<file path="src/design/lltsi_pkg.sv">
`timescale 1ns / 1ps

package lltsi_pkg;

	// Frame geometry
	localparam logic [8:0] DotsPerLine   = 9'd456;
	localparam logic [8:0] OamStartDot   = 9'd4;
	localparam logic [8:0] DrawStartDot  = 9'd84;
	localparam logic [8:0] CmpEndDot     = 9'd8;
	localparam logic [8:0] CmpLateDot    = 9'd12;
	localparam logic [7:0] VblankLine    = 8'd144;
	localparam logic [7:0] LinesPerFrame = 8'd154;
	localparam logic [7:0] LastLine      = 8'd153;

	// Reset values
	localparam logic [7:0] CtrlReset     = 8'h91;
	localparam logic [8:0] DotReset      = 9'd4;

	// Status read: fixed top bit, enables field mask
	localparam logic [7:0] StatTopBit    = 8'h80;
	localparam logic [7:0] StatEnMask    = 8'h78;

	// Operation codes
	localparam logic [1:0] OP_TICK  = 2'd0;
	localparam logic [1:0] OP_WRITE = 2'd1;
	localparam logic [1:0] OP_READ  = 2'd2;

	// Register selects
	localparam logic [1:0] REG_CTRL = 2'd0;
	localparam logic [1:0] REG_STAT = 2'd1;
	localparam logic [1:0] REG_LINE = 2'd2;
	localparam logic [1:0] REG_LYC  = 2'd3;

	// Display modes
	localparam logic [1:0] MODE_HBLANK = 2'd0;
	localparam logic [1:0] MODE_VBLANK = 2'd1;
	localparam logic [1:0] MODE_OAM    = 2'd2;
	localparam logic [1:0] MODE_DRAW   = 2'd3;

	typedef struct packed {
		logic [1:0] operation;
		logic [1:0] reg_select;
		logic [7:0] write_data;
		logic       draw_done;
	} item_t;

	typedef struct packed {
		logic [7:0] read_data;
		logic [1:0] lcd_mode;
		logic [7:0] line_number;
		logic       vblank_irq;
		logic       stat_irq;
		logic       frame_done;
	} result_t;

endpackage

</file>
<file path="src/design/lltsi_if.sv">
`timescale 1ns / 1ps

// Input word channel
interface lltsi_cmd_if;
	logic       valid;
	logic       ready;
	logic [1:0] operation;
	logic [1:0] reg_select;
	logic [7:0] write_data;
	logic       draw_done;

	modport source (output valid, operation, reg_select, write_data, draw_done,
		input ready);
	modport sink (input valid, operation, reg_select, write_data, draw_done,
		output ready);
endinterface

// Result word channel
interface lltsi_rsp_if;
	logic       valid;
	logic       ready;
	logic [7:0] read_data;
	logic [1:0] lcd_mode;
	logic [7:0] line_number;
	logic       vblank_irq;
	logic       stat_irq;
	logic       frame_done;

	modport source (output valid, read_data, lcd_mode, line_number, vblank_irq,
		stat_irq, frame_done, input ready);
	modport sink (input valid, read_data, lcd_mode, line_number, vblank_irq,
		stat_irq, frame_done, output ready);
endinterface

</file>
<file path="src/design/lcd_line_timing_stat_irq.sv">
`timescale 1ns / 1ps

// An input word passes through the input register and then the result register before its result word is valid.
// Throughput: one word per cycle while results are taken; the whole update is a single pass through the core logic.
// A waiting result holds the input register; one more word is taken only while it is empty.
// Reset (arst_n low, asynchronous): LCD on, dot 4 of line 0, hblank, compare flag set,
// status enables and line compare cleared, both pipeline stages empty.
module lcd_line_timing_stat_irq import lltsi_pkg::*; (
	input  logic      clk,
	input  logic      arst_n,
	lltsi_cmd_if.sink   cmd,
	lltsi_rsp_if.source rsp
);

	logic    vld_s1;
	item_t   item_s1;
	logic    vld_s2;
	result_t res_s2;
	result_t res_c;
	logic    adv;

	// Advance stage 1 into the result register when it is free
	assign adv       = !vld_s2 || rsp.ready;
	assign cmd.ready = !vld_s1 || adv;

	// Input register
	always_ff @(posedge clk or negedge arst_n) begin
		if (!arst_n) begin
			vld_s1 <= 1'b0;
		end else if (cmd.ready) begin
			vld_s1 <= cmd.valid;
		end
	end

	always_ff @(posedge clk) begin
		if (cmd.ready && cmd.valid) begin
			item_s1 <= '{operation: cmd.operation, reg_select: cmd.reg_select,
				write_data: cmd.write_data, draw_done: cmd.draw_done};
		end
	end

	lltsi_core u_core (
		.clk    (clk),
		.arst_n (arst_n),
		.fire   (vld_s1 && adv),
		.item   (item_s1),
		.res    (res_c)
	);

	// Result register
	always_ff @(posedge clk or negedge arst_n) begin
		if (!arst_n) begin
			vld_s2 <= 1'b0;
		end else if (adv) begin
			vld_s2 <= vld_s1;
		end
	end

	always_ff @(posedge clk) begin
		if (adv && vld_s1) res_s2 <= res_c;
	end

	assign rsp.valid       = vld_s2;
	assign rsp.read_data   = res_s2.read_data;
	assign rsp.lcd_mode    = res_s2.lcd_mode;
	assign rsp.line_number = res_s2.line_number;
	assign rsp.vblank_irq  = res_s2.vblank_irq;
	assign rsp.stat_irq    = res_s2.stat_irq;
	assign rsp.frame_done  = res_s2.frame_done;

	// Empty result register always lets input in
	a_ready: assert property (@(posedge clk) disable iff (!arst_n)
		!vld_s2 |-> cmd.ready)
		else $error("input stalled with empty output");
	// Vblank pulse comes with frame done on line 144 in vblank
	a_vblank: assert property (@(posedge clk) disable iff (!arst_n)
		(vld_s2 && res_s2.vblank_irq) |->
		(res_s2.frame_done && (res_s2.lcd_mode == MODE_VBLANK)
		&& (res_s2.line_number == VblankLine)))
		else $error("vblank pulse inconsistent");
	// A word in stage 1 reaches the result register when it is free
	a_move: assert property (@(posedge clk) disable iff (!arst_n)
		(vld_s1 && adv) |=> vld_s2)
		else $error("word lost between stages");

endmodule

</file>
<file path="src/design/lltsi_core.sv">
`timescale 1ns / 1ps

// Timing state and per-word update; state commits when fire is high
module lltsi_core import lltsi_pkg::*; (
	input  logic    clk,
	input  logic    arst_n,
	input  logic    fire,
	input  item_t   item,
	output result_t res
);

	logic [8:0] dot_q;
	logic [7:0] line_q;
	logic [1:0] mode_q;
	logic       flag_q;
	logic [4:0] en_q;
	logic       sline_q;
	logic [7:0] ctrl_q;
	logic [7:0] lyc_q;

	logic [8:0] dot_d;
	logic [7:0] line_d;
	logic [1:0] mode_d;
	logic       flag_d;
	logic [4:0] en_d;
	logic       sline_d;
	logic [7:0] ctrl_d;
	logic [7:0] lyc_d;

	logic [8:0] dot_inc;
	logic [7:0] line_inc;
	logic       lvl;

	// Line-compare flag, with the last-line quirks
	function automatic logic cmp_flag(input logic [7:0] line, input logic [8:0] dot,
		input logic [7:0] lyc);
		logic f;
		if (line < LastLine) begin
			f = (lyc == line) && ((dot >= OamStartDot) || (line == 8'd0));
		end else if (lyc == LastLine) begin
			f = (line == LastLine) && (dot >= OamStartDot) && (dot < CmpEndDot);
		end else begin
			f = (lyc == 8'd0) && (dot >= CmpLateDot);
		end
		return f;
	endfunction

	// Combined status interrupt level
	function automatic logic stat_level(input logic on, input logic flag,
		input logic [4:0] en, input logic [1:0] mode);
		return on && ((flag && en[3]) ||
			((mode == MODE_HBLANK) && en[0]) ||
			((mode == MODE_OAM) && en[2]) ||
			((mode == MODE_VBLANK) && (en[1] || en[2])));
	endfunction

	assign dot_inc  = dot_q + 9'd1;
	assign line_inc = line_q + 8'd1;

	always_comb begin
		dot_d   = dot_q;
		line_d  = line_q;
		mode_d  = mode_q;
		flag_d  = flag_q;
		en_d    = en_q;
		sline_d = sline_q;
		ctrl_d  = ctrl_q;
		lyc_d   = lyc_q;
		lvl     = 1'b0;
		res     = '0;

		unique case (item.operation)
			OP_TICK: begin
				if (ctrl_q[7]) begin
					dot_d = dot_inc;
					if (dot_inc == OamStartDot) begin
						if (line_q < VblankLine) begin
							mode_d = MODE_OAM;
						end else if (line_q == VblankLine) begin
							mode_d = MODE_VBLANK;
							res.vblank_irq = 1'b1;
							res.frame_done = 1'b1;
						end
					end else if (dot_inc == DrawStartDot) begin
						if (line_q < VblankLine) mode_d = MODE_DRAW;
					end else if (dot_inc >= DotsPerLine) begin
						dot_d = 9'd0;
						if (line_inc < VblankLine) begin
							line_d = line_inc;
							mode_d = MODE_HBLANK;
						end else if (line_inc >= LinesPerFrame) begin
							line_d = 8'd0;
							mode_d = MODE_HBLANK;
						end else begin
							line_d = line_inc;
						end
					end
					// renderer finished the line
					if ((mode_d == MODE_DRAW) && item.draw_done) mode_d = MODE_HBLANK;
					flag_d = cmp_flag(line_d, dot_d, lyc_q);
					if ((mode_d != mode_q) || (flag_d != flag_q)) begin
						lvl          = stat_level(1'b1, flag_d, en_q, mode_d);
						res.stat_irq = lvl && !sline_q;
						sline_d      = lvl;
					end
				end
			end
			OP_WRITE: begin
				unique case (item.reg_select)
					REG_CTRL: begin
						ctrl_d = item.write_data;
						if (ctrl_q[7] && !item.write_data[7]) begin
							dot_d          = 9'd0;
							line_d         = 8'd0;
							mode_d         = MODE_HBLANK;
							res.frame_done = 1'b1;
						end else if (!ctrl_q[7] && item.write_data[7]) begin
							dot_d        = DotReset;
							line_d       = 8'd0;
							mode_d       = MODE_HBLANK;
							flag_d       = cmp_flag(8'd0, DotReset, lyc_q);
							lvl          = stat_level(1'b1, flag_d, en_q, MODE_HBLANK);
							res.stat_irq = lvl && !sline_q;
							sline_d      = lvl;
						end
					end
					REG_STAT: begin
						en_d         = item.write_data[7:3];
						lvl          = stat_level(ctrl_q[7], flag_q, en_d, mode_q);
						res.stat_irq = lvl && !sline_q;
						sline_d      = lvl;
					end
					REG_LYC: lyc_d = item.write_data;
					default: ;
				endcase
			end
			OP_READ: begin
				unique case (item.reg_select)
					REG_CTRL: res.read_data = ctrl_q;
					REG_STAT: res.read_data = StatTopBit
						| ({1'b0, en_q[3:0], 3'b000} & StatEnMask)
						| {5'd0, flag_q, mode_q};
					REG_LINE: res.read_data = line_q;
					default:  res.read_data = lyc_q;
				endcase
			end
			default: ;
		endcase

		res.lcd_mode    = mode_d;
		res.line_number = line_d;
	end

	// State registers
	always_ff @(posedge clk or negedge arst_n) begin
		if (!arst_n) begin
			dot_q   <= DotReset;
			line_q  <= 8'd0;
			mode_q  <= MODE_HBLANK;
			flag_q  <= 1'b1;
			en_q    <= 5'd0;
			sline_q <= 1'b0;
			ctrl_q  <= CtrlReset;
			lyc_q   <= 8'd0;
		end else if (fire) begin
			dot_q   <= dot_d;
			line_q  <= line_d;
			mode_q  <= mode_d;
			flag_q  <= flag_d;
			en_q    <= en_d;
			sline_q <= sline_d;
			ctrl_q  <= ctrl_d;
			lyc_q   <= lyc_d;
		end
	end

	// Position never leaves the frame
	a_dot_range: assert property (@(posedge clk) disable iff (!arst_n)
		dot_q < DotsPerLine)
		else $error("dot count out of range");
	a_line_range: assert property (@(posedge clk) disable iff (!arst_n)
		line_q < LinesPerFrame)
		else $error("line out of range");
	// Visible lines never sit in vblank mode
	a_vis_mode: assert property (@(posedge clk) disable iff (!arst_n)
		(line_q < VblankLine) |-> (mode_q != MODE_VBLANK))
		else $error("vblank mode on visible line");

endmodule
</file>
<file path="src/flat_wrapper.sv">
// flat-port wrapper written by rule: the top's interface ports become plain ports
module lcd_line_timing_stat_irq_flat import lltsi_pkg::*;
  (clk, arst_n, cmd_valid, cmd_operation, cmd_reg_select, cmd_write_data, cmd_draw_done, cmd_ready, rsp_valid, rsp_read_data, rsp_lcd_mode, rsp_line_number, rsp_vblank_irq, rsp_stat_irq, rsp_frame_done, rsp_ready);
  lltsi_cmd_if cmd_i ();
  lltsi_rsp_if rsp_i ();
  input  logic clk;
  input  logic arst_n;
  input wire logic [$bits(cmd_i.valid)-1:0] cmd_valid;
  input wire logic [$bits(cmd_i.operation)-1:0] cmd_operation;
  input wire logic [$bits(cmd_i.reg_select)-1:0] cmd_reg_select;
  input wire logic [$bits(cmd_i.write_data)-1:0] cmd_write_data;
  input wire logic [$bits(cmd_i.draw_done)-1:0] cmd_draw_done;
  output wire logic [$bits(cmd_i.ready)-1:0] cmd_ready;
  output wire logic [$bits(rsp_i.valid)-1:0] rsp_valid;
  output wire logic [$bits(rsp_i.read_data)-1:0] rsp_read_data;
  output wire logic [$bits(rsp_i.lcd_mode)-1:0] rsp_lcd_mode;
  output wire logic [$bits(rsp_i.line_number)-1:0] rsp_line_number;
  output wire logic [$bits(rsp_i.vblank_irq)-1:0] rsp_vblank_irq;
  output wire logic [$bits(rsp_i.stat_irq)-1:0] rsp_stat_irq;
  output wire logic [$bits(rsp_i.frame_done)-1:0] rsp_frame_done;
  input wire logic [$bits(rsp_i.ready)-1:0] rsp_ready;
  assign cmd_i.valid = cmd_valid;
  assign cmd_i.operation = cmd_operation;
  assign cmd_i.reg_select = cmd_reg_select;
  assign cmd_i.write_data = cmd_write_data;
  assign cmd_i.draw_done = cmd_draw_done;
  assign cmd_ready = cmd_i.ready;
  assign rsp_valid = rsp_i.valid;
  assign rsp_read_data = rsp_i.read_data;
  assign rsp_lcd_mode = rsp_i.lcd_mode;
  assign rsp_line_number = rsp_i.line_number;
  assign rsp_vblank_irq = rsp_i.vblank_irq;
  assign rsp_stat_irq = rsp_i.stat_irq;
  assign rsp_frame_done = rsp_i.frame_done;
  assign rsp_i.ready = rsp_ready;
  lcd_line_timing_stat_irq u_core (.clk(clk), .arst_n(arst_n), .cmd(cmd_i), .rsp(rsp_i));
endmodule
</file>
<file path="config.mk">
export PLATFORM = sky130hd
export DESIGN_NAME = lcd_line_timing_stat_irq_flat
export DESIGN_NICKNAME = d
export VERILOG_FILES = /design/src/design/lltsi_pkg.sv /design/src/design/lltsi_if.sv /design/src/design/lcd_line_timing_stat_irq.sv /design/src/design/lltsi_core.sv /design/src/flat_wrapper.sv
export SDC_FILE = /design/constraint.sdc
export NUM_CORES = 1
export LEC_CHECK = 0
export CAP_MARGIN = 0
export CELL_PAD_IN_SITES_DETAIL_PLACEMENT = 1
export CELL_PAD_IN_SITES_GLOBAL_PLACEMENT = 1
export CORE_ASPECT_RATIO = 2
export CORE_MARGIN = 2
export CORE_UTILIZATION = 55
export DETAILED_ROUTE_END_ITERATION = 12
export DONT_BUFFER_PORTS = 1
export HOLD_SLACK_MARGIN = 0.05
export PLACE_DENSITY = 0.91
export SYNTH_ARGS = -nofsm -noshare
export SYNTH_HDL_FRONTEND = slang
export SYNTH_HIERARCHICAL = 1
export SYNTH_SLANG_ARGS = --single-unit
</file>
<file path="constraint.sdc">
create_clock -name clk -period 5.9 [get_ports clk]
set_clock_uncertainty 0.05 [all_clocks]
set_input_delay 1.475 -clock clk [delete_from_list [all_inputs] [get_ports clk]]
set_output_delay 1.475 -clock clk [all_outputs]
set_load 0.05 [all_outputs]
</file>
# [After elaboration in Yosys (flattened, before gate mapping)]
# Index checks and enable logic that the tools add are counted.
[totals] regBits=77 output_inout_bits=23 wordCells=183
[op_classes] add_sub_neg=2 n_lt_le_gt_ge=8 n_eq_ne=27 n_mux=71 bitwise=1 n_reduce_logical=54
[ops] operator="$mux W8" n=11
[ops] operator="$mux W9" n=9
[ops] operator="$mux W2" n=18
[ops] operator="$eq A8 B8 Y1 const B" n=3
[ops] operator="$lt A8 B8 Y1 const B" n=3
[ops] operator="$mux W1" n=24
[ops] operator="$pmux W8 S3" n=1
[ops] operator="$logic_and A1 B1 Y1" n=22
[ops] operator="$pmux W9 S2" n=1
[ops] operator="$logic_not A8 Y1" n=2
[ops] operator="$pmux W8 S2" n=1
[ops] operator="$logic_or A1 B1 Y1" n=13
[ops] operator="$eq A2 B2 Y1 const B" n=6
[ops] operator="$ne A3 B3 Y1 const B" n=4
[ops] operator="$ne A2 B2 Y1 const B" n=5
[ops] operator="$add A9 B1 Y9 const B" n=1
[ops] operator="$eq A9 B3 Y1 const B" n=1
[ops] operator="$eq A9 B7 Y1 const B" n=1
[ops] operator="$ge A9 B3 Y1 const B" n=1
[ops] operator="$ge A9 B4 Y1 const B" n=1
[ops] operator="$ge A9 B9 Y1 const B" n=1
[ops] operator="$lt A9 B4 Y1 const B" n=1
[ops] operator="$reduce_and A3 Y1" n=3
[ops] operator="$add A8 B1 Y8 const B" n=1
[ops] operator="15 further kinds" n=29

# [Longest topological paths before layout]
# Gate-level depths: netlist (run 1).
[depth] depth_word=24 mapped_depth=14 mapped_depth_nobuf=13

# [Cells and area by module]
# The synthesis (run 1) kept the hierarchy.
[by_module_without_submodules] module="lltsi_core" instances=1 cells_per_inst=444 area_each_um2=3811.2 seq_area_each_um2=1032.2
[by_module_without_submodules] module="lcd_line_timing_stat_irq" instances=1 cells_per_inst=42 area_each_um2=1124.8 seq_area_each_um2=1071.0

# [Least setup slack after synthesis (run 1)]
# No wires, ideal clock.
[synth_path] kind="register to register" start="reg u_core.u_core.line_q[0]" end="reg u_core.res_s2 (netlist bit u_core/rsp.stat_irq), data pin" setup_ns=0.269 t_arrival_ns=3.393 required_ns=5.581 path_slack_ns=2.188 path_stages_with_launch=15 path_buffers=1 synth_period_minus_slack_ns=3.712 path_cell_list="dfrtp_1 buf_2 inv_1 ha_1 o21ai_0 o311ai_0 a32o_1 o2111a_1 or2_1 or4_1 a21o_1 o221a_2 o21a_1 a21oi_1 a211oi_2"
[synth_rtl] item="start, declared" line_no="lltsi_core.sv:13" rtl="logic [7:0] line_q;"
[synth_rtl] item="start signal, assigned" line_no="lltsi_core.sv:167" rtl="line_q <= line_d;"
[synth_rtl] item="end signal, assigned" line_no="lcd_line_timing_stat_irq.sv:60" rtl="if (adv && vld_s1) res_s2 <= res_c;"
[synth_rtl] item="end, declared" line_no="lcd_line_timing_stat_irq.sv:18" rtl="result_t res_s2;"

# [Final worst setup path (run 1)]
[layout_path] start="reg u_core.u_core.dot_q[0]" end="reg u_core.u_core.sline_q"
[layout_between] elab_chain_len=21 elab_cells_between_ends=58
[layout_lines] item="start, declared" line_no="lltsi_core.sv:12" rtl="logic [8:0] dot_q;"
[layout_lines] item="start signal, assigned" line_no="lltsi_core.sv:157" rtl="dot_q <= DotReset;"
[layout_lines] item="start signal, assigned" line_no="lltsi_core.sv:166" rtl="dot_q <= dot_d;"
[layout_lines] item="$add A9 B1 Y9 (*)" line_no="lltsi_core.sv:57" rtl="assign dot_inc = dot_q + 9'd1;"
[layout_lines] item="$ge A9 B9 Y1" line_no="lltsi_core.sv:86" rtl="end else if (dot_inc >= DotsPerLine) begin"
[layout_lines] item="$mux W9 / $mux W8 (equally long branches)" line_no="lltsi_core.sv:86"
[layout_lines] item="$mux W9 / $mux W8 (equally long branches)" line_no="lltsi_core.sv:84" rtl="end else if (dot_inc == DrawStartDot) begin"
[layout_lines] item="$mux W9 / $mux W8 (equally long branches)" line_no="lltsi_core.sv:76" rtl="if (dot_inc == OamStartDot) begin"
[layout_lines] item="$mux W9 / $mux W8 (equally long branches)" line_no="lltsi_core.sv:74" rtl="if (ctrl_q[7]) begin"
[layout_lines] item="$mux W9 / $mux W8 (equally long branches)" line_no="lltsi_core.sv:72" rtl="unique case (item.operation)"
[layout_lines] item="$ge A9 B3 Y1 / $eq A8 B8 Y1 (equally long branches)" line_no="lltsi_core.sv:39, lltsi_core.sv:41"
[layout_lines] item="(+5 left out)"
[layout_lines] item="$mux W1" line_no="lltsi_core.sv:72"
[layout_lines] item="$logic_and A1 B1 Y1" line_no="lltsi_core.sv:51" rtl="return on && ((flag && en[3]) ||"
[layout_lines] item="$logic_or A1 B1 Y1" line_no="lltsi_core.sv:51"
[layout_lines] item="$logic_or A1 B1 Y1" line_no="lltsi_core.sv:52" rtl="((mode == MODE_HBLANK) && en[0]) ||"
[layout_lines] item="$logic_or A1 B1 Y1" line_no="lltsi_core.sv:53" rtl="((mode == MODE_OAM) && en[2]) ||"
[layout_lines] item="$mux W1" line_no="lltsi_core.sv:101" rtl="if ((mode_d != mode_q) || (flag_d != flag_q)) begin"
[layout_lines] item="$mux W1" line_no="lltsi_core.sv:74"
[layout_lines] item="$pmux W1 S2" line_no="lltsi_core.sv:72"
[layout_lines] item="end signal, assigned" line_no="lltsi_core.sv:171" rtl="sline_q <= sline_d;"
[layout_lines] item="end, declared" line_no="lltsi_core.sv:17" rtl="logic sline_q;"
# Every way passes the cells marked *; elsewhere a longest branch is shown, timed or not. The select of a mux whose other input is x is not followed.
# A chain may end at the register's enable or synchronous reset.

==> results of run 1 <==
## how the worst max path moves through the flow
stage                             to  cells past startpoint  slack [ps]                     from
2_1_floorplan    u_core/rsp.stat_irq                     14        2190  u_core/u_core/line_q[0]
6_report       u_core/u_core/sline_q                     12        1450   u_core/u_core/dot_q[0]
5_1_grt        u_core/u_core/sline_q                     12        1140   u_core/u_core/dot_q[0]
4_1_cts        u_core/u_core/sline_q                     12        1510   u_core/u_core/dot_q[0]
3_3_place_gp   u_core/u_core/sline_q                     12        1710   u_core/u_core/dot_q[0]
3_5_place_dp   u_core/u_core/sline_q                     12        1560   u_core/u_core/dot_q[0]
## kinds of logic after synthesis
logic type / after synthesis
compound gates: 138
xor+xnor: 13
fa+ha+maj: 6
buf+inv: 42
flops: 77
mux: 32
simple gates: 178
## state kept, by name, indices dropped and copies added (netlist names)
register                count
u_core/rsp.lcd_mode         2
u_core/rsp.stat_irq         1
u_core/vld_s1               1
u_core/u_core/line_q        8
u_core/rsp.line_number      8
u_core/u_core/mode_q        2
u_core/u_core/dot_q         9
u_core/item_s1             13
u_core/rsp.valid            1
u_core/u_core/lyc_q         8
u_core/rsp.read_data        8
u_core/u_core/ctrl_q        8
u_core/rsp.frame_done       1
u_core/u_core/sline_q       1
u_core/u_core/en_q          4
u_core/u_core/flag_q        1
u_core/rsp.vblank_irq       1
## synth_stat cells, types with 6 or more instances
| master | instances | area share, % |
|---|---|---|
| a211oi_1 | 6 | 0.91 |
| a21oi_1 | 18 | 1.8 |
| a22o_1 | 7 | 1.2 |
| a31oi_1 | 8 | 1.0 |
| buf_2 | 9 | 0.91 |
| clkbuf_1 | 11 | 0.84 |
| dfrtp_1 | 38 | 19 |
| edfxtp_1 | 34 | 21 |
| ha_1 | 6 | 1.5 |
| inv_1 | 13 | 0.99 |
| mux2_2 | 21 | 4.8 |
| mux4_2 | 7 | 3.2 |
| nand2_1 | 37 | 2.8 |
| nand2b_1 | 9 | 1.1 |
| nand3_1 | 15 | 1.5 |
| nand4_1 | 6 | 0.76 |
| nor2_1 | 26 | 2.0 |
| nor2b_1 | 12 | 1.5 |
| nor3_1 | 15 | 1.5 |
| nor4_1 | 7 | 0.89 |
| o21ai_0 | 35 | 3.5 |
| o31ai_1 | 6 | 0.91 |
| or3_1 | 6 | 0.76 |
| xnor2_1 | 6 | 1.1 |
| xor2_1 | 6 | 1.1 |
## power groups by stage
stage	registers, mW	clock network (mW)	logic [mW]
after detailed placement	0.816	0	0.363
final	0.812	0.608	0.376
after floorplan	0.753	0	0.300
after global placement	0.807	0	0.344
after CTS	0.809	0.617	0.371
after global routing	0.822	0.633	0.403
## area by class of cell
cell class	instances	area share, %
clock inverter	7	1.99
tap	100	2.37
clock buffer	9	4.26
multi-input combinational	367	50.1
inverter	13	0.923
sequential	77	39.8
timing repair buffer	4	0.568
## worst max-delay path: stages (launching register included)
cell      delay (ps)
dfrtp_1          530
ha_1             580
nand3_2          240
nor3_2           310
xnor2_1          190
nor3_4           500
mux2_2           430
o21a_1           120
a41o_1           220
or3_1            450
o211ai_1         180
nor3b_2          210
mux2_4           320
## per-layer routing
metal,vias up,GRT usage (%),part of all wire (%)
li1,1841,-,-
met2,190,59.9,53
met1,2134,34.6,34
met5,-,0,0
met3,94,5.38,4.3
met4,0,27.7,8.9
## through the flow
stage / cells / instance area [um^2] / setup slack, ps / utilization (%)
after floorplan: 486 / 4940 / 2190 / -
after global placement: 561 / 4960 / 1710 / 57.3
after detailed placement: 561 / 4960 / 1560 / 57.3
after CTS: 577 / 5290 / 1510 / 61.1
after global routing: 577 / 5290 / 1140 / 61.1
final: 577 / 5290 / 1450 / 61.1
==> flow_summary.rst, run 1 <==
.. list-table::
   :header-rows: 1

   * - Metric
     - Value
   * - Share of synthesized cell area in full adder, half adder and majority cells
     - 1.52%
   * - Final wirelength
     - 15.7 mm
   * - Yosys warnings
     - 6
   * - Switching power as a share of total power
     - 33.7%
   * - Antenna violations before repair
     - 0
   * - Final Setup Violations
     - 0
   * - Worst min-delay path endpoint
     - u_core/u_core/ctrl_q[6]
   * - Last weighted congestion value of the routability-driven placer
     - 0.954
   * - Post-synthesis sequential element count
     - 77
   * - Commonest non-fill, non-tap cells in the layout
     - 38 x dfrtp_1, 37 x nand2_1, 35 x o21ai_0, 34 x edfxtp_1, 26 x nor2_1
   * - Number of vias in the routed layout
     - 4259
   * - # Post-CTS Setup Buffers
     - 0
   * - Number of nets in the final layout
     - 495
   * - Worst setup SP type
     - flip-flop
   * - Count of flip-flops with a built-in enable after synthesis
     - 34
   * - Fraction of the mapped netlist area in compound gates
     - 20.2%
   * - Filler instances
     - ~960
   * - Kind of capture point of the worst setup path
     - flip-flop
   * - Fraction of final layout cells sized beyond drive strength 1
     - between 10% and 20%
   * - DRT iter0 DRCs
     - 395
   * - Final period demand of the worst path
     - ~4500 ps
   * - Clock root buffer
     - clkbuf_16
   * - Clock group share of total power
     - 33.8%
   * - DRC errors left
     - 0
   * - Total overflow reported by the global router
     - 0
   * - Number of nets in the synthesized netlist
     - between 500 and 600
   * - Power spent charging and discharging nets
     - 0.604 mW
   * - Drt pass-1 iters
     - 4
   * - Total GRT Usage
     - between 30% and 40%
   * - Clock input transition at the sequential cells of the worst setup and hold paths
     - 60 ps
   * - Number of distinct standard cells referenced by the synthesized netlist
     - about 90
   * - Routed WL per cell
     - 27.2 um
   * - Diode insertion count for antenna repair
     - 0
   * - Estimated wirelength of the detail-placed design
     - roughly 12 mm
   * - Leakage component of the power
     - 2.00 nW
   * - Slew at the pin closest to its max-slew limit
     - slightly above 1000 ps
   * - Setup slack, reg-to-reg
     - roughly 1400 ps
   * - Height of the die
     - 138 um
   * - Sequential cell area in the final layout
     - 2100 um^2
   * - Number of cells traversed by the worst hold path
     - 1
   * - Number of ports placed on the die boundary
     - 40
   * - Internal power
     - 1.19 mW
   * - Launch instance of the worst min-delay path
     - u_core/u_core/ctrl_q[6]
   * - Part of the power in registers
     - 45.2%
   * - Setup TNS
     - 0 ps
   * - Floorplan die width
     - ~71 um
   * - Synthesized instance count
     - 486
   * - Number of max-cap violations
     - 0
   * - Floorplan Core Area
     - 8650 um^2
   * - Leading cell type in the layout, fill and taps excluded
     - dfrtp_1
   * - Sequential share of the synthesized area
     - 42.6%
   * - Mean area per synthesized cell
     - 10.2 um^2
   * - Number of hold-repair buffers added at the cts stage
     - 0
   * - Share of synthesized cell area in and, or, nand and nor gates
     - 20.6%
   * - Maximum clock path buffer count
     - 2
   * - Power Total
     - between 1.5 and 2 mW
   * - PD cells
     - 340 nW/um^2
   * - Final number of hold-violating endpoints
     - 0
   * - Pin count of the biggest net entering global routing
     - 44
   * - Die area
     - 9790 um^2
   * - Wire length of the first global-routing pass
     - 24.8 mm
   * - Layout overhead on the synthesized area
     - 7.10%
   * - Worst R2R Start
     - u_core/u_core/dot_q[0]
   * - Reg-to-reg endpoint
     - u_core/u_core/sline_q
   * - Primary FF master, synth
     - dfrtp_1
   * - Worst-path fanout max
     - 16
   * - Portion of netlist area occupied by mux cells
     - a little under 9%
   * - Maximum clock frequency
     - 225 MHz
   * - Slew Limit Headroom
     - around 32%
   * - Pins over their slew limit
     - 0
   * - Comb power frac
     - 20.9%
   * - Number of vias per cell after detailed routing
     - between 7 and 8
   * - Worst Path Class, Setup
     - reg -> reg
   * - Result of the run
     - complete, no violations
   * - Main combinational cell family by area after synthesis
     - simple AND/OR/NAND/NOR gates
   * - Reg2Reg Depth
     - 12
   * - Antenna-violating nets left
     - 0
   * - Combined area of all synthesized cells
     - around 4900 um^2
   * - Worst hold-check slack
     - between 400 and 500 ps
   * - Hold WC Path Type
     - reg -> reg
   * - Vias in the first global route
     - 4451
   * - Post-cts resize count
     - 0
   * - H-tree Lvls
     - 3
   * - Final clock period utilization by the worst path
     - 75.5%
   * - Area share of xor/xnor cells in the synthesized design
     - 2.46%
   * - Max VDD drop
     - between 0.3 and 0.4 mV
   * - Arrival time of data at the critical path endpoint
     - 4620 ps
   * - Clk Latency, worst-skew pair
     - 340 ps
   * - Area of combinational cells with multiple inputs
     - between 2000 and 3000 um^2
   * - Count of clock tree sinks
     - 77
   * - Synth async-reset ratio
     - a little under three fifths
   * - Site row count
     - 48
   * - Critical path data required time
     - 6070 ps
   * - Setup repair after global routing missed its margin
     - false
   * - Initial Utilization
     - a little under three fifths
   * - Port Buf Inserts
     - 0
   * - CTS tree
     - done
   * - Number of buffers created by CTS
     - 9
(Power assumes the default switching activity.)
==> run 2, diff against run 1 <==
--- a/config.mk
+++ b/config.mk
@@ -10,11 +10,11 @@
 export CELL_PAD_IN_SITES_GLOBAL_PLACEMENT = 1
 export CORE_ASPECT_RATIO = 2
 export CORE_MARGIN = 2
-export CORE_UTILIZATION = 55
+export CORE_UTILIZATION = 51
 export DETAILED_ROUTE_END_ITERATION = 12
 export DONT_BUFFER_PORTS = 1
 export HOLD_SLACK_MARGIN = 0.05
-export PLACE_DENSITY = 0.91
+export PLACE_DENSITY = 0.86
 export SYNTH_ARGS = -nofsm -noshare
 export SYNTH_HDL_FRONTEND = slang
 export SYNTH_HIERARCHICAL = 1
==> constraint.sdc (replaced) <==
create_clock -name clk -period 4.45 [get_ports clk]
set_clock_uncertainty 0.05 [all_clocks]
set_input_delay 1.1125 -clock clk [delete_from_list [all_inputs] [get_ports clk]]
set_output_delay 1.1125 -clock clk [all_outputs]
set_load 0.05 [all_outputs]
==> run 2 against run 1 <==
Hold slack worse by 55 ps. Utilization down 3.8 points. Sequential cell count unchanged. Power is 33% higher. Clock power grew 31%. First-iteration DRC count decreased by 37%. Combinational power increased by 35%. Via count decreased by 1.0%. Count of clock-buffer cells in the layout stayed put. Global-route usage decreased by 1.2 points. Die area rose by 7.5%. Wire length increased by 2.0%. Highest routed layer unchanged.
==> flow_summary.rst, run 2 (same netlist as run 1, synthesis figures left out) <==
.. list-table::
   :header-rows: 1

   * - Metric
     - Value
   * - Result of the run
     - complete, no violations
   * - Slew Limit Headroom
     - 47.1% (+15 points)
   * - Area after DPL
     - 5040 um^2 (+1.6%)
   * - Initial Utilization
     - 52.6% (-4.5 points)
   * - Antenna-violating nets left
     - 0 (unchanged)
   * - Pins over their slew limit
     - 0 (unchanged)
   * - Worst setup SP type
     - flip-flop
   * - Wire length of the first global-routing pass
     - 25.3 mm (+2.1%)
   * - Pin count of the biggest net entering global routing
     - 44 (unchanged)
   * - Number of vias in the routed layout
     - 4215 (-1.0%)
   * - Estimated wirelength of the detail-placed design
     - 11.9 mm (+2.6%)
   * - Registers with the most flip-flops
     - u_core/item_s1 x13, u_core/u_core/dot_q x9
   * - Number of buffers created by CTS
     - 9 (unchanged)
   * - Reg2Reg Depth
     - 13 (+1)
   * - Max VDD drop
     - 0.392 mV (+31%)
   * - Total GRT Usage
     - 32.8% (-1.2 points)
   * - Setup repair after global routing missed its margin
     - false
   * - Antenna violations before repair
     - 0 (unchanged)
   * - DRT iter0 DRCs
     - 248 (-37%)
   * - Floorplan die width
     - 73.6 um (+3.6%)
   * - PD cells
     - 443 nW/um^2 (+30%)
   * - Layout overhead on the synthesized area
     - 8.97%
   * - Vias in the first global route
     - 4703 (+5.7%)
   * - Drt pass-1 iters
     - 4 (unchanged)
   * - Leakage component of the power
     - 2.04 nW (+2.3%)
   * - Final Setup Violations
     - 0 (unchanged)
   * - Critical path data required time
     - 4630 ps (-1440 ps)
   * - Clk Latency, worst-skew pair
     - 340 ps (about the same)
   * - Worst Path Class, Setup
     - reg -> reg
   * - H-tree Lvls
     - 3 (unchanged)
   * - Maximum clock path buffer count
     - 2 (unchanged)
   * - Floorplan Core Area
     - 9380 um^2 (+8.5%)
   * - Number of max-cap violations
     - 0 (unchanged)
   * - Power Total
     - 2.38 mW (+33%)
   * - Number of flip-flops under the largest register name
     - 13 (unchanged)
   * - Total overflow reported by the global router
     - 0 (unchanged)
   * - Hold WC Path Type
     - in -> async
   * - Delay of the slowest cell on the worst path
     - 500 ps (-80 ps)
   * - Final wirelength
     - 16.0 mm (+2.0%)
   * - Number of vias per cell after detailed routing
     - 7.13 (-3.4%)
   * - Comb power frac
     - 21.3% (+0.4 points)
   * - Slew at the pin closest to its max-slew limit
     - 787 ps (-224 ps)
   * - CTS tree
     - done
   * - Final clock period utilization by the worst path
     - 94.6% (+19 points)
   * - Place WS
     - 171 ps (-1390 ps)
   * - Clock input transition at the sequential cells of the worst setup and hold paths
     - 70 ps (about the same)
   * - Last weighted congestion value of the routability-driven placer
     - 0.924 (-3.2%)
   * - Buf/Inv on CP
     - 1 (+1)
   * - Part of the power in registers
     - 45.3% (about the same)
   * - Worst-path fanout max
     - 8 (-8)
   * - Final non-filler cell area
     - 5380 um^2 (+1.8%)
   * - Routed WL per cell
     - 27.1 um (-0.43%)
   * - DRC errors left
     - 0 (unchanged)
   * - Diode insertion count for antenna repair
     - 0 (unchanged)
   * - Power spent charging and discharging nets
     - 0.805 mW (+33%)
   * - Worst R2R Start
     - u_core/u_core/line_q[0]
   * - Switching power as a share of total power
     - 33.8% (+0.13 points)
   * - Cell with the largest stage delay on the worst path
     - dfrtp_1
   * - Setup WS post-layout
     - 240 ps (-1210 ps)
   * - Die area
     - 10500 um^2 (+7.5%)
   * - Kind of capture point of the worst setup path
     - flip-flop
   * - Final number of hold-violating endpoints
     - 0 (unchanged)
   * - Clock group share of total power
     - 33.4% (-0.4 points)
   * - Site row count
     - 50 (+4.2%)
   * - Internal power
     - 1.58 mW (+32%)
   * - Largest Register
     - u_core/item_s1
   * - Number of nets in the final layout
     - 505 (+2.0%)
   * - Maximum clock frequency
     - 238 MHz (+5.8%)
   * - Setup crit start
     - u_core/u_core/line_q[0]
   * - Final Non-Filler Cells
     - 591 (+2.4%)
   * - Arrival time of data at the critical path endpoint
     - 4390 ps (-230 ps)
   * - Setup slack, reg-to-reg
     - 240 ps (-1210 ps)
   * - Port Buf Inserts
     - 0 (unchanged)
   * - Reg-to-reg endpoint
     - u_core/u_core/sline_q
   * - Height of the die
     - 143 um (+3.7%)
   * - Cell family contributing the most delay on the critical path
     - compound AO/OA/AOI/OAI gates
   * - Count of clock tree sinks
     - 77 (unchanged)
   * - Final period demand of the worst path
     - 4210 ps (-242 ps)
   * - Number of ports placed on the die boundary
     - 40 (unchanged)
   * - Commonest non-fill, non-tap cells in the layout
     - 37 x dfrtp_1, 37 x nand2_1, 34 x edfxtp_1, 34 x o21ai_0, 26 x nor2_1
   * - Crit-path cells
     - inv_1 > ha_1 > nor2b_1 > or3_1 > a221oi_4 > o21ai_2 > and2_4 > a2111o_1 > nor4_1 > o2111ai_1 > o211ai_1 > nor3b_2 > mux2_4
   * - Setup TNS
     - 0 ps (unchanged)
   * - Clock root buffer
     - clkbuf_16
   * - Fraction of final layout cells sized beyond drive strength 1
     - 19.5% (+2.3 points)
   * - Placed cell count
     - 575 (+2.5%)
[run 2: worst max path at each step]
stage                     depth (start not counted)                    end
after floorplan                                  14    u_core/rsp.stat_irq
after global placement                           13    u_core/rsp.stat_irq
after detailed placement                         13    u_core/rsp.stat_irq
after CTS                                        12  u_core/u_core/sline_q
after global routing                             13  u_core/u_core/sline_q
final                                            13  u_core/u_core/sline_q
[run 2: power by group through the flow]
stage	clock network (mW)	registers (mW)	logic, mW
after detailed placement	0	1.08	0.482
after global routing	0.838	1.09	0.538
final	0.796	1.08	0.507
after floorplan	0	0.998	0.398
after CTS	0.815	1.07	0.496
after global placement	0	1.07	0.465
[run 2: routing by layer]
layer,vias to the layer above,global-route usage (%),wire (um)
met3,87,4.80,575
met1,2112,31.9,5320
li1,1852,-,-
met4,0,25.8,1260
met5,-,0,0
met2,164,58.6,8870
[run 2: area by class of cell]
cell class | instances | area (um^2)
clock inverters | 7 | 98.8
inverters | 13 | 48.8
repair buffers | 14 | 105
multi-input cells | 367 | 2670
clock buffers | 9 | 225
flip-flops and latches | 77 | 2100
well taps | 104 | 130
fillers | 1004 | 4010
[run 2: what timing repair did]
item / in CTS / in global routing
setup buffers: 0 / 0
hold endpoints to repair: 0 / 0
endpoints found under the setup margin: 0 / 2
resized for setup: 0 / 5
hold buffers: 0 / 0
[run 2: per-stage QoR]
step / utilization, % / hold WS, ps
final: 57.3 / 407
after global routing: 57.3 / 397
after CTS: 57.1 / 393
after detailed placement: 53.7 / 426
after global placement: 53.7 / 415
after floorplan: - / 395
[run 2: worst reg2reg max path, stage by stage, from the launching register on]
cell and delay (ps):
dfrtp_1 500, inv_1 120, ha_1 440, nor2b_1 120
or3_1 360, a221oi_4 320, o21ai_2 180, and2_4 210
a2111o_1 430, nor4_1 310, o2111ai_1 250, o211ai_1 250
nor3b_2 240, mux2_4 320
